## src/hdl/gaussian_blur_rgb_stream_macros.svh

```systemverilog
// Assertion helpers for the top-level block, which checks itself.
`ifndef GAUSSIAN_BLUR_RGB_STREAM_MACROS_SVH
`define GAUSSIAN_BLUR_RGB_STREAM_MACROS_SVH

// Same-cycle implication, checked outside reset.
`define GBR_AST_IMPL(label, ante, cons) \
    label: assert property (@(posedge i_clk) disable iff (!i_rst_n) (ante) |-> (cons)) \
        else $error("gbr assertion failed");

// Next-cycle implication, checked outside reset.
`define GBR_AST_NEXT(label, ante, cons) \
    label: assert property (@(posedge i_clk) disable iff (!i_rst_n) (ante) |=> (cons)) \
        else $error("gbr assertion failed");

`endif

```

## src/hdl/gbr_pkg.sv

```systemverilog
`default_nettype none
package gbr_pkg;

    localparam int PIX_W = 24;
    localparam int CH_W  = 8;
    localparam int WGT_W = 9;
    localparam int ROW_W = 13;
    localparam int ACC_W = 32;
    localparam int CFG_IDX_W  = 3;
    localparam int CFG_DATA_W = 13;

    typedef enum logic [CFG_IDX_W-1:0] {
        CFG_FRAME_WIDTH  = 3'd0,
        CFG_FRAME_HEIGHT = 3'd1,
        CFG_KERNEL_RAD   = 3'd2,
        CFG_WEIGHT0      = 3'd3,
        CFG_WEIGHT1      = 3'd4,
        CFG_WEIGHT2      = 3'd5,
        CFG_WEIGHT3      = 3'd6
    } t_cfg_idx;

    typedef struct packed {
        logic [10:0]      frame_width;
        logic [12:0]      frame_height;
        logic [1:0]       kernel_radius;
        logic [WGT_W-1:0] weight0;
        logic [WGT_W-1:0] weight1;
        logic [WGT_W-1:0] weight2;
        logic [WGT_W-1:0] weight3;
    } t_cfg;

    typedef struct packed {
        logic accept;
        logic load;
        logic prep;
        logic tap;
        logic emit;
        logic next_x;
        logic finish;
    } t_cmd;

    typedef struct packed {
        logic any;
        logic tap_last;
        logic x_last;
        logic out_free;
    } t_sts;

    function automatic logic [WGT_W-1:0] f_weight(t_cfg cfg, logic [1:0] d);
        logic [WGT_W-1:0] w;
        case (d)
            2'd0:    w = cfg.weight0;
            2'd1:    w = cfg.weight1;
            2'd2:    w = cfg.weight2;
            default: w = cfg.weight3;
        endcase
        return w;
    endfunction

    function automatic logic [CH_W-1:0] f_sat(logic [ACC_W-1:0] acc);
        logic [CH_W-1:0] v;
        if (acc[ACC_W-1:16] > (ACC_W-16)'(255)) begin
            v = 8'hFF;
        end else begin
            v = acc[23:16];
        end
        return v;
    endfunction

endpackage
`default_nettype wire

```

## src/hdl/gbr_ctrl.sv

```systemverilog
`default_nettype none
module gbr_ctrl (
    input  wire logic          i_clk,
    input  wire logic          i_rst_n,
    input  wire logic          i_in_valid,
    output logic               o_in_ready,
    input  wire gbr_pkg::t_sts i_sts,
    output gbr_pkg::t_cmd      o_cmd
);

    typedef enum logic [6:0] {
        S_IDLE   = 7'b0000001,
        S_LOAD   = 7'b0000010,
        S_PREP   = 7'b0000100,
        S_TAP    = 7'b0001000,
        S_DRAIN  = 7'b0010000,
        S_EMIT   = 7'b0100000,
        S_FINISH = 7'b1000000
    } t_state;

    t_state r_state, n_state;

    assign o_in_ready = (r_state == S_IDLE);

    always_comb begin
        n_state = r_state;
        o_cmd   = '0;
        case (r_state)
            S_IDLE: begin
                if (i_in_valid) begin
                    o_cmd.accept = 1'b1;
                    n_state      = S_LOAD;
                end
            end
            S_LOAD: begin
                o_cmd.load = 1'b1;
                n_state    = S_PREP;
            end
            S_PREP: begin
                if (i_sts.any) begin
                    o_cmd.prep = 1'b1;
                    n_state    = S_TAP;
                end else begin
                    n_state = S_FINISH;
                end
            end
            S_TAP: begin
                o_cmd.tap = 1'b1;
                if (i_sts.tap_last) begin
                    n_state = S_DRAIN;
                end
            end
            S_DRAIN: begin
                n_state = S_EMIT;
            end
            S_EMIT: begin
                if (i_sts.out_free) begin
                    o_cmd.emit = 1'b1;
                    if (i_sts.x_last) begin
                        n_state = S_FINISH;
                    end else begin
                        o_cmd.next_x = 1'b1;
                        n_state      = S_PREP;
                    end
                end
            end
            S_FINISH: begin
                o_cmd.finish = 1'b1;
                n_state      = S_IDLE;
            end
            default: begin
                n_state = S_IDLE;
            end
        endcase
    end

    always_ff @(posedge i_clk) begin
        if (!i_rst_n) begin
            r_state <= S_IDLE;
        end else begin
            r_state <= n_state;
        end
    end

endmodule
`default_nettype wire

```

## config.mk

```make
export PLATFORM = sky130hd
export DESIGN_NAME = gbr_ctrl
export DESIGN_NICKNAME = d
export VERILOG_FILES = /design/src/hdl/gaussian_blur_rgb_stream_macros.svh /design/src/hdl/gbr_pkg.sv /design/src/hdl/gbr_ctrl.sv
export SDC_FILE = /design/constraint.sdc
export NUM_CORES = 1
export LEC_CHECK = 0
export BUFFER_PORTS_ARGS = -buffer_cell sky130_fd_sc_hd__buf_2
export CORE_AREA = 10 10 47 49
export DETAILED_ROUTE_END_ITERATION = 16
export DIE_AREA = 0 0 57 59
export PLACE_DENSITY = 0.67
export RECOVER_POWER = 100
export SYNTH_ARGS = -nofsm -noshare
export SYNTH_HDL_FRONTEND = slang
export SYNTH_SLANG_ARGS = --single-unit
```

## constraint.sdc

```tcl
create_clock -name i_clk -period 1.4 [get_ports i_clk]
set_input_delay 0.14 -clock i_clk [delete_from_list [all_inputs] [get_ports i_clk]]
set_output_delay 0.14 -clock i_clk [all_outputs]
set_load 0.02 [all_outputs]
```

==> impl_summary.md, run 1 <==
Finish
The total number of nets in the final design is 91. In the final layout, the registers with the most flip-flops are r_state (7). The number of cells in the finished layout apart from fillers is 99. The final antenna diode count is 0. Of the cells placed in the final design, the portion with a size suffix greater than 1 is 66.27%.

The register with the most flip-flops in the layout has 7 of them. The final instance area is between 800 and 900 um2. The largest register by flop count is r_state.

The signed area change from the synthesized netlist to the final layout is 97.40%.

Global routing
Entering global routing, the biggest net connects 7 pins. The global-route usage over all layers is about 9%. For this run the aggregate overflow at the end of global routing stands at 0. The initial antenna violation count was 0. The first global-routing pass estimated around 2.4 mm of wire. The met1 layer usage reported by global route is 9.058%. The fraction of met3 tracks used by global routing is between 3 and 4%. The via count of the first global-routing pass is 530. met2 is the most crowded layer. For this run, global-route usage on met2 was measured as 15.35%.

CTS
In this run the number of H-tree levels came out at 1. For the worst-skew pair, the clock arrives at the later sink with an insertion delay of 250 ps. The buffer type at the clock tree root is clkbuf_4. Clock tree synthesis found a total of 7 sinks. In this run, CTS created clock tree buffers numbering 3. The maximum clock insertion buffer count is 2. The number of buffers inserted for hold repair after clock tree synthesis is 0.

After clock tree synthesis, the clock-pin slew on the worst setup and hold paths is about 50 ps. TritonCTS built the clock tree.

Detailed routing
After the first detailed-routing iteration, the DRC count stood at 8. After detailed routing, the number of vias per cell comes to 5.374. The number of nets with antenna violations after detailed routing is 0. In the routed design, unresolved DRC markers number 0.

Across all layers, the routed design uses 532 vias. For this block, the routed nets add up to about 1.5 mm of wire. The first detailed-routing pass took 4 iterations. After detailed routing, the average wire length per cell comes to around 15 um.

Logic synthesis
By count the netlist is led by 7 x dfxtp_1, 4 x and3_1, 4 x nor2_1, 4 x nor2b_1. The total nets after synthesis is 59. The predominant post-synthesis flop cell is dfxtp_1. The post-synthesis register bit count is 7. The number of synthesized flops with an enable pin is 0. The synthesized area is 432.9 um2. The largest area contributor in the netlist is dfxtp_1.

The synthesized design devotes to its leading area cell type roughly 32% of total area. A synthesized cell averages roughly 8.3 um2. The share of async-settable or async-resettable flops after synthesis is 0%.

The unique cell type count in the Yosys netlist is 25. The Yosys step of the flow raised 0 warnings. Synthesis produced a netlist whose cell count is 52.

Ranked by total cell area, the synthesized netlist is headed by dfxtp_1 32%, nor4b_1 6.1%, and3_1 5.8%. Among all cell types in the netlist, the one instantiated most often is dfxtp_1. Sequential elements use 32.37% of the synthesized area.

Worst setup path
The critical path start-end classification is flop to primary output. The required time of the critical path is 1260 ps. The slowest cell on the critical path is dfxtp_2. The largest driver fanout on the critical path is 3. Traced cell by cell, the critical path runs through nor4_4, nor2b_4, and3_4, nor2b_4, buf_6. The cell type with the highest occurrence count on the critical path is nor2b_4. Counting both buffers and inverters, the worst setup path holds a total of 1.

The cell type group with the largest total delay on the critical path is simple AND/OR/NAND/NOR gates. STA classifies the critical path endpoint as a primary output. The largest stage delay on the critical path is 340 ps. For the worst setup path, the data arrival time is 1500 ps. The startpoint kind of the worst setup timing path is a flop.

Floorplanning
The die covers approximately 3400 um2. The I/O pin count is 15. Measured along the y axis, the die boundary spans ~59 um.

The initialized floorplan defines 14 standard-cell rows. The horizontal extent of the die is approximately 57 um. The starting density of the core is 30.89%. The core area is roughly 1400 um2.

Timing
Headroom to the max-slew limit came out at 79.87%. The number of pins with negative max-slew slack in the final report is 0. The time the final worst path needs with I/O delays and setup is about 1600 ps. Between clock sinks in the finished design, the worst skew comes to about 1.6 ps. In the finished design, the share of the clock period the worst path needs comes to 117.2%. After layout, the worst setup slack is -241.0 ps. Setup violations remaining at the end of the flow were counted as 14. The number of hold violations in the final report is 0.

Setup repair after global routing could not meet its margin everywhere. Based on the critical path, the design can be clocked at up to 609.4 MHz. At the pin with the least slew margin, the transition time is 302.0 ps.

Power
The clock network fraction of design power is 23.3%. In this run the power spent charging and discharging nets is 256.4 uW. The power per cell area is 916.8 nW/um2. Summed over all cells, the static leakage comes to 0.0003676 uW.

The sequential group share of total power is 30.0%. Internal power comes to between 500 and 600 uW. Net switching is 32.73% of the power.

The combinational fraction of design power is between 40% and 50%. The largest vdd supply drop is 465.1 uV.

Place
Routability-driven placement finished with a final weighted congestion of 0.7946. Detailed placement finished with a half-perimeter wire length of 1.039 mm. Input and output buffers added on the ports amount to 14. The instance area after placement is between 600 and 700 um2. Counting tap cells, the placed design contains a total of 92 instances.

Outcome
The flow ran to the end, but the final reports show violations. The final reports fail on negative setup slack.

Worst hold path
The worst hold-check path type is primary input to flop.

Run
Across the run, the number of max-cap violations was 0.
==> worst reg2reg max path: cells and delay by family (launching register included) <==
| kind | cells | cell delay, ps |
|---|---|---|
| flip-flops | 1 | 350 |
| AO/OA/AOI/OAI | 3 | 550 |
| AND/OR/NAND/NOR | 1 | 550 |
==> power groups by stage <==
stage | combinational [uW] | clock [uW] | sequential (uW)
after floorplan | 127 | 0 | 235
after global placement | 222 | 0 | 230
after detailed placement | 226 | 0 | 230
after CTS | 342 | 197 | 235
after global routing | 393 | 200 | 237
final | 366 | 182 | 235
==> area by class of cell <==
class | instances | area (um2)
clock buffers | 4 | 26.28
repair buffers | 27 | 226.5
multi-input cells | 43 | 420.4
inverters | 2 | 7.507
well taps | 16 | 20.02
fillers | 121 | 546.8
flip-flops and latches | 7 | 153.9
==> layout by cell type (no fill, tap or decap), drive strengths merged <==
| cell type | n |
|---|---|
| a211oi | 1 |
| a21oi | 3 |
| and2 | 2 |
| and3 | 4 |
| buf | 27 |
| clkbuf | 4 |
| dfxtp | 7 |
| inv | 2 |
| nand2 | 3 |
| nand2b | 3 |
| nand3 | 1 |
| nand3b | 1 |
| nand4 | 1 |
| nand4b | 1 |
| nor2 | 4 |
| nor2b | 4 |
| nor3 | 2 |
| nor4 | 1 |
| nor4b | 3 |
| o21ai | 1 |
| o22ai | 1 |
| o311ai | 1 |
| o31a | 1 |
| o31ai | 1 |
| or3 | 2 |
| or4b | 1 |
| xor2 | 1 |
==> through the flow <==
step / util [%] / total power [uW] / hold slack [ps] / setup TNS (ps) / setup WS [ps]
final: 60.98 / 783.5 / 107.4 / -1826 / -241.0
after floorplan: - / 361.8 / 253.8 / -155.5 / -34.33
after detailed placement: 43.75 / 456.0 / 372.7 / -441.9 / -91.56
after global placement: 43.75 / 452.0 / 369.9 / -273.6 / -83.24
after CTS: 57.14 / 773.8 / 100.6 / -1809 / -250.8
after global routing: 60.98 / 830.4 / 116.0 / -2620 / -328.5
==> logic make-up (layout without fill, tap and decap cells) <==
kind of cell / Yosys count / count (layout) / synth area share, %
AND/OR/NAND/NOR: 33 / 33 / 48.55
buffers and inverters: 2 / 33 / 1.735
AO/OA/AOI/OAI: 9 / 9 / 15.32
flip-flops: 7 / 7 / 32.37
XOR/XNOR: 1 / 1 / 2.023
==> per-layer routing <==
metal	part of all wire (%)	vias up	routed length, um
met5	0	-	0
met1	40	257	593
met2	53	15	777
li1	-	256	-
met4	1.4	0	20
met3	5.9	4	87
==> worst paths after layout <==
path	from	endpoint	slack, ps	cells after the start
hold reg to reg	r_state[4]	r_state[6]	660	4
setup reg to reg	r_state[1]	r_state[2]	-180	4
setup / recovery	r_state[2]	o_cmd[1]	-240	5
hold / removal	i_sts[2]	r_state[4]	110	3
==> timing repair <==
item                                    CTS  global route
pin swaps                                 8             3
buffers inserted                          2             2
endpoints found under the setup margin   13            13
gates resized for setup                  36            12
No activity file was read; power rests on OpenSTA's default activity.
==> run 2: changes to the inputs <==
ABC_AREA = 1   (was not set)
MAX_ROUTING_LAYER = met4   (was not set)
PLACE_DENSITY = 0.75   (was 0.67)
==> run 2 against run 1 <==
The flow still finishes with violations (negative setup slack). Worst hold slack better by 6.3 ps. Register-to-register slack better by 310 ps. Final cell count up 14%. Routed wire length down 0.54%. Maximum frequency up 9.9%. Non-clock buffer count down 8. Largest cell class unchanged. Highest routed layer unchanged.
==> impl_summary.md, run 2 <==
Outcome
Outcome: complete, but fails checks (unchanged). Violations in the final reports: negative setup slack (unchanged).

Detailed routing
The routed wire length came to 1.470 mm (was 1.478 mm). The routed metal-1 wire length is 564 um (was 593 um). The highest layer used for signal routing is met4 (unchanged).

The number of remaining DRC errors was 0 (unchanged). The via count of the routed design was 530 (was 532). The first-pass iteration count of the detailed router was 4 (unchanged). The amount of wire on met3 after detailed routing is 59 um (was 87 um).

The total met2 wirelength after detailed routing is 810 um (was 777 um). The iteration-0 DRC count of the detailed router is 4 (was 8). The detailed-route wire length per cell is 13.01 um (was 14.93 um). The via density per instance is 4.690 (was 5.374). The number of nets with antenna violations after detailed routing is 0 (unchanged).

Finish
Leading registers by flop count: r_state (7) (unchanged). The combined area of the multi-input logic cells is 374.1 um2 (was 420.4 um2). The final cell utilization of the core was 53.75% (was 60.98%).

The count of fill cells added during filler insertion came to 142 (was 121). The total number of nets in the final design is 105 (was 91). The most common cell after layout, fill and taps aside is inv_1 (was buf_6). The final antenna diode count is 0 (unchanged). The fraction of layout instances using a drive strength above 1 was 57.73% (was 66.27%). The combined flip-flop and latch cell area is 146.4 um2 (was 153.9 um2). The largest register by flop count is r_state (unchanged).

The signed area change from the synthesized netlist to the final layout is 41.31% (was 97.40%). The final instance area was 753.2 um2 (was 854.6 um2). The flip-flop count of the largest register, all copies and words added is 7 (unchanged). Most used cells in the layout excluding fill and tap cells: 12 x inv_1, 10 x buf_4, 9 x nand2_1, 9 x buf_2 (was 11 x buf_6, 9 x buf_4, 7 x buf_2).

CTS
The clock sink count is 7 (unchanged). The CTS tree is yes (unchanged). The clock insertion delay at the later pin of the skew report is 260 ps (was 250 ps). The buffer type at the clock tree root is clkbuf_4 (unchanged). The number of H-tree branching levels is 1 (unchanged). The clock buffer count from CTS came to 3 (unchanged). The maximum clock insertion buffer count came to 2 (unchanged). The clock slew seen by the registers of the worst setup and hold paths came to 50 ps (about the same).

The number of buffers inserted for hold repair after clock tree synthesis is 0 (unchanged).

Logic synthesis
The largest area contributor in the netlist is dfxtp_1 (unchanged). The post-synthesis register bit count was 7 (unchanged). The unique cell type count in the Yosys netlist is 18 (was 25).

The synthesized area is 533.0 um2 (was 432.9 um2). Most frequent cells after synthesis: 13 x inv_1, 9 x nand2_1, 8 x nor2_1 (was 7 x dfxtp_1, 4 x and3_1, 4 x nor2_1, 4 x nor2b_1). The sequential-to-total area share from yosys stat is 26.29% (was 32.37%).

The share of async-settable or async-resettable flops after synthesis is 0% (unchanged). The number of cells produced by synthesis is 74 (was 52). The number of warnings issued by yosys is 0 (unchanged).

The synthesized area divided by synthesized cell count is 7.203 um2 (was 8.325 um2). The number of synthesized flops with an enable pin is 0 (unchanged). The portion of synthesized cell area occupied by the leading cell type is 26.29% (was 32.37%). The total nets after synthesis was 81 (was 59). The dominant cell by count in the synthesized netlist is inv_1 (was dfxtp_1). The predominant post-synthesis flop cell is dfxtp_1 (unchanged). Top area cells in the synthesized netlist: dfxtp_1 26%, inv_1 9.2%, nor2_2 7.0% (was dfxtp_1 32%, nor4b_1 6.1%, and3_1 5.8%).

Timing
The slew of the pin with the lowest slew margin is 204.4 ps (was 302.0 ps). The worst hold slack was 113.6 ps (was 107.4 ps). The number of hold violations in the final report is 0 (unchanged).

The final period utilization was 106.7% (was 117.2%). Setup repair after global routing missed its margin: yes (unchanged). The final-report setup violation count was 1 (was 14). The worst-case clock skew is 4.524 ps (was 1.560 ps). The setup slack of the critical path after layout is -93.57 ps (was -241.0 ps).

The time the final worst path needs with I/O delays and setup is 1494 ps (was 1641 ps). The maximum clock rate is 669.5 MHz (was 609.4 MHz). The number of pins with negative max-slew slack in the final report came to 0 (unchanged). The worst slew slack as a fraction of its limit is 86.27% (was 79.87%).

Worst setup path
The slowest cell on the critical path is dfxtp_2 (unchanged). The endpoint arrival time on the critical path is 1350 ps (was 1500 ps). The critical path start-end classification is flop to primary output (unchanged). The largest stage delay on the critical path is 330 ps (was 340 ps). The worst flop-to-flop path endpoint is r_state[6] (was r_state[2]). The endpoint type of the worst setup path was a primary output (unchanged). The required time of the critical path was 1260 ps (about the same).

The startpoint kind of the worst setup timing path is a flop (unchanged). The register-to-register setup slack was 130 ps (was -180 ps). The largest driver fanout on the critical path was 3 (unchanged). The cell type with the highest occurrence count on the critical path is nor2_4 (was nor2b_4). The startpoint of the worst register-to-register path is r_state[6] (was r_state[1]).

Cell chain of the critical path: nor2_4, nand3_2, nor2_4, inv_1, nor2_1, buf_4 (was nor4_4, nor2b_4, and3_4, nor2b_4, buf_6). The worst path buffer plus inverter count came to 2 (was 1). The cell count of the worst reg-to-reg path is 9 (was 4). The cell type group with the largest total delay on the critical path is simple AND/OR/NAND/NOR gates (unchanged).

Floorplanning
The horizontal extent of the die is 57 um (unchanged). The die height is 59 um (unchanged). The die footprint came to 3363 um2 (unchanged).

The starting density of the core is 38.04% (was 30.89%). The core area is 1401 um2 (unchanged). The I/O pin count is 15 (unchanged). The number of rows created at floorplan is 14 (unchanged).

Global routing
The wire length of the first global-routing pass is 2.366 mm (was 2.373 mm). The remaining global-route overflow is 0 (unchanged). The via count of the first global-routing pass is 572 (was 530).

The maximum number of pins on one net before global-route repair came to 6 (was 7). The initial antenna violation count is 0 (unchanged). The global-route usage over all layers is 9.160% (was 8.957%).

Place
The sum of net half-perimeters after detailed placement was 1.052 mm (was 1.039 mm). The port buffer count is 14 (unchanged). The instance area after placement is 623.1 um2 (was 613.1 um2). The global placer's final weighted congestion is 0.7873 (was 0.7946).

The post-place setup slack came to 161.7 ps (was -91.56 ps).

Power
The power per cell area was 852.8 nW/um2 (was 916.8 nW/um2). The static power due to leakage is 0.0003824 uW (was 0.0003676 uW). The largest vdd supply drop was 634.6 uV (was 465.1 uV).

Worst hold path
The end of the worst hold path is r_state[0] (was r_state[4]). The number of instances on the worst hold path is 2 (was 3). The worst hold-check path type is primary input to flop (unchanged). The critical hold path startpoint is i_rst_n (was i_sts[2]).

Run
The max-capacitance violation count is 0 (unchanged).
## run 2: cells by family after synthesis
family | synth area share, %
flops | 26.29
simple gates | 57.51
buf+inv | 11.97
compound gates | 4.225
## run 2: final cells by class
cell class / instances / area share, %
clock buffers: 4 / 3.488
inverters: 17 / 8.804
multi-input cells: 50 / 49.67
flip-flops and latches: 7 / 19.44
well taps: 16 / 2.658
repair buffers: 19 / 15.95
## run 2: routing by layer
metal,track usage (%),up-vias
met5,-,-
met1,8.452,234
li1,-,276
met4,6.040,0
met2,16.28,15
met3,2.575,5
## run 2: through the flow
step	cells	power, uW	setup TNS, ps
after floorplan	74	362.4	0
after global placement	104	405.0	0
after detailed placement	104	408.7	0
after CTS	109	611.3	0
after global routing	113	677.0	-270.0
final	113	642.3	-93.57
## run 2: how the worst max path moves through the flow
stage	start	endpoint	cells after the start
floorplan	r_state[0]	o_cmd[1]	5
global placement	r_state[6]	o_cmd[1]	6
detailed placement	r_state[0]	o_cmd[1]	6
CTS	r_state[2]	o_cmd[1]	6
global route	r_state[3]	o_cmd[6]	6
finish	r_state[3]	o_cmd[6]	6
## run 2: power breakdown
group	switching (uW)	internal, uW	total, uW
Combinational	134	91.5	225
Sequential	17.4	214	231
Clock	77.1	109	186
## run 2: repair_timing
| item | 4_1_cts | 5_1_grt |
|---|---|---|
| endpoints found under the setup margin | 4 | 5 |
| gates resized for setup | 12 | 9 |
| pin swaps | 3 | 6 |
| buffers inserted | 1 | 4 |
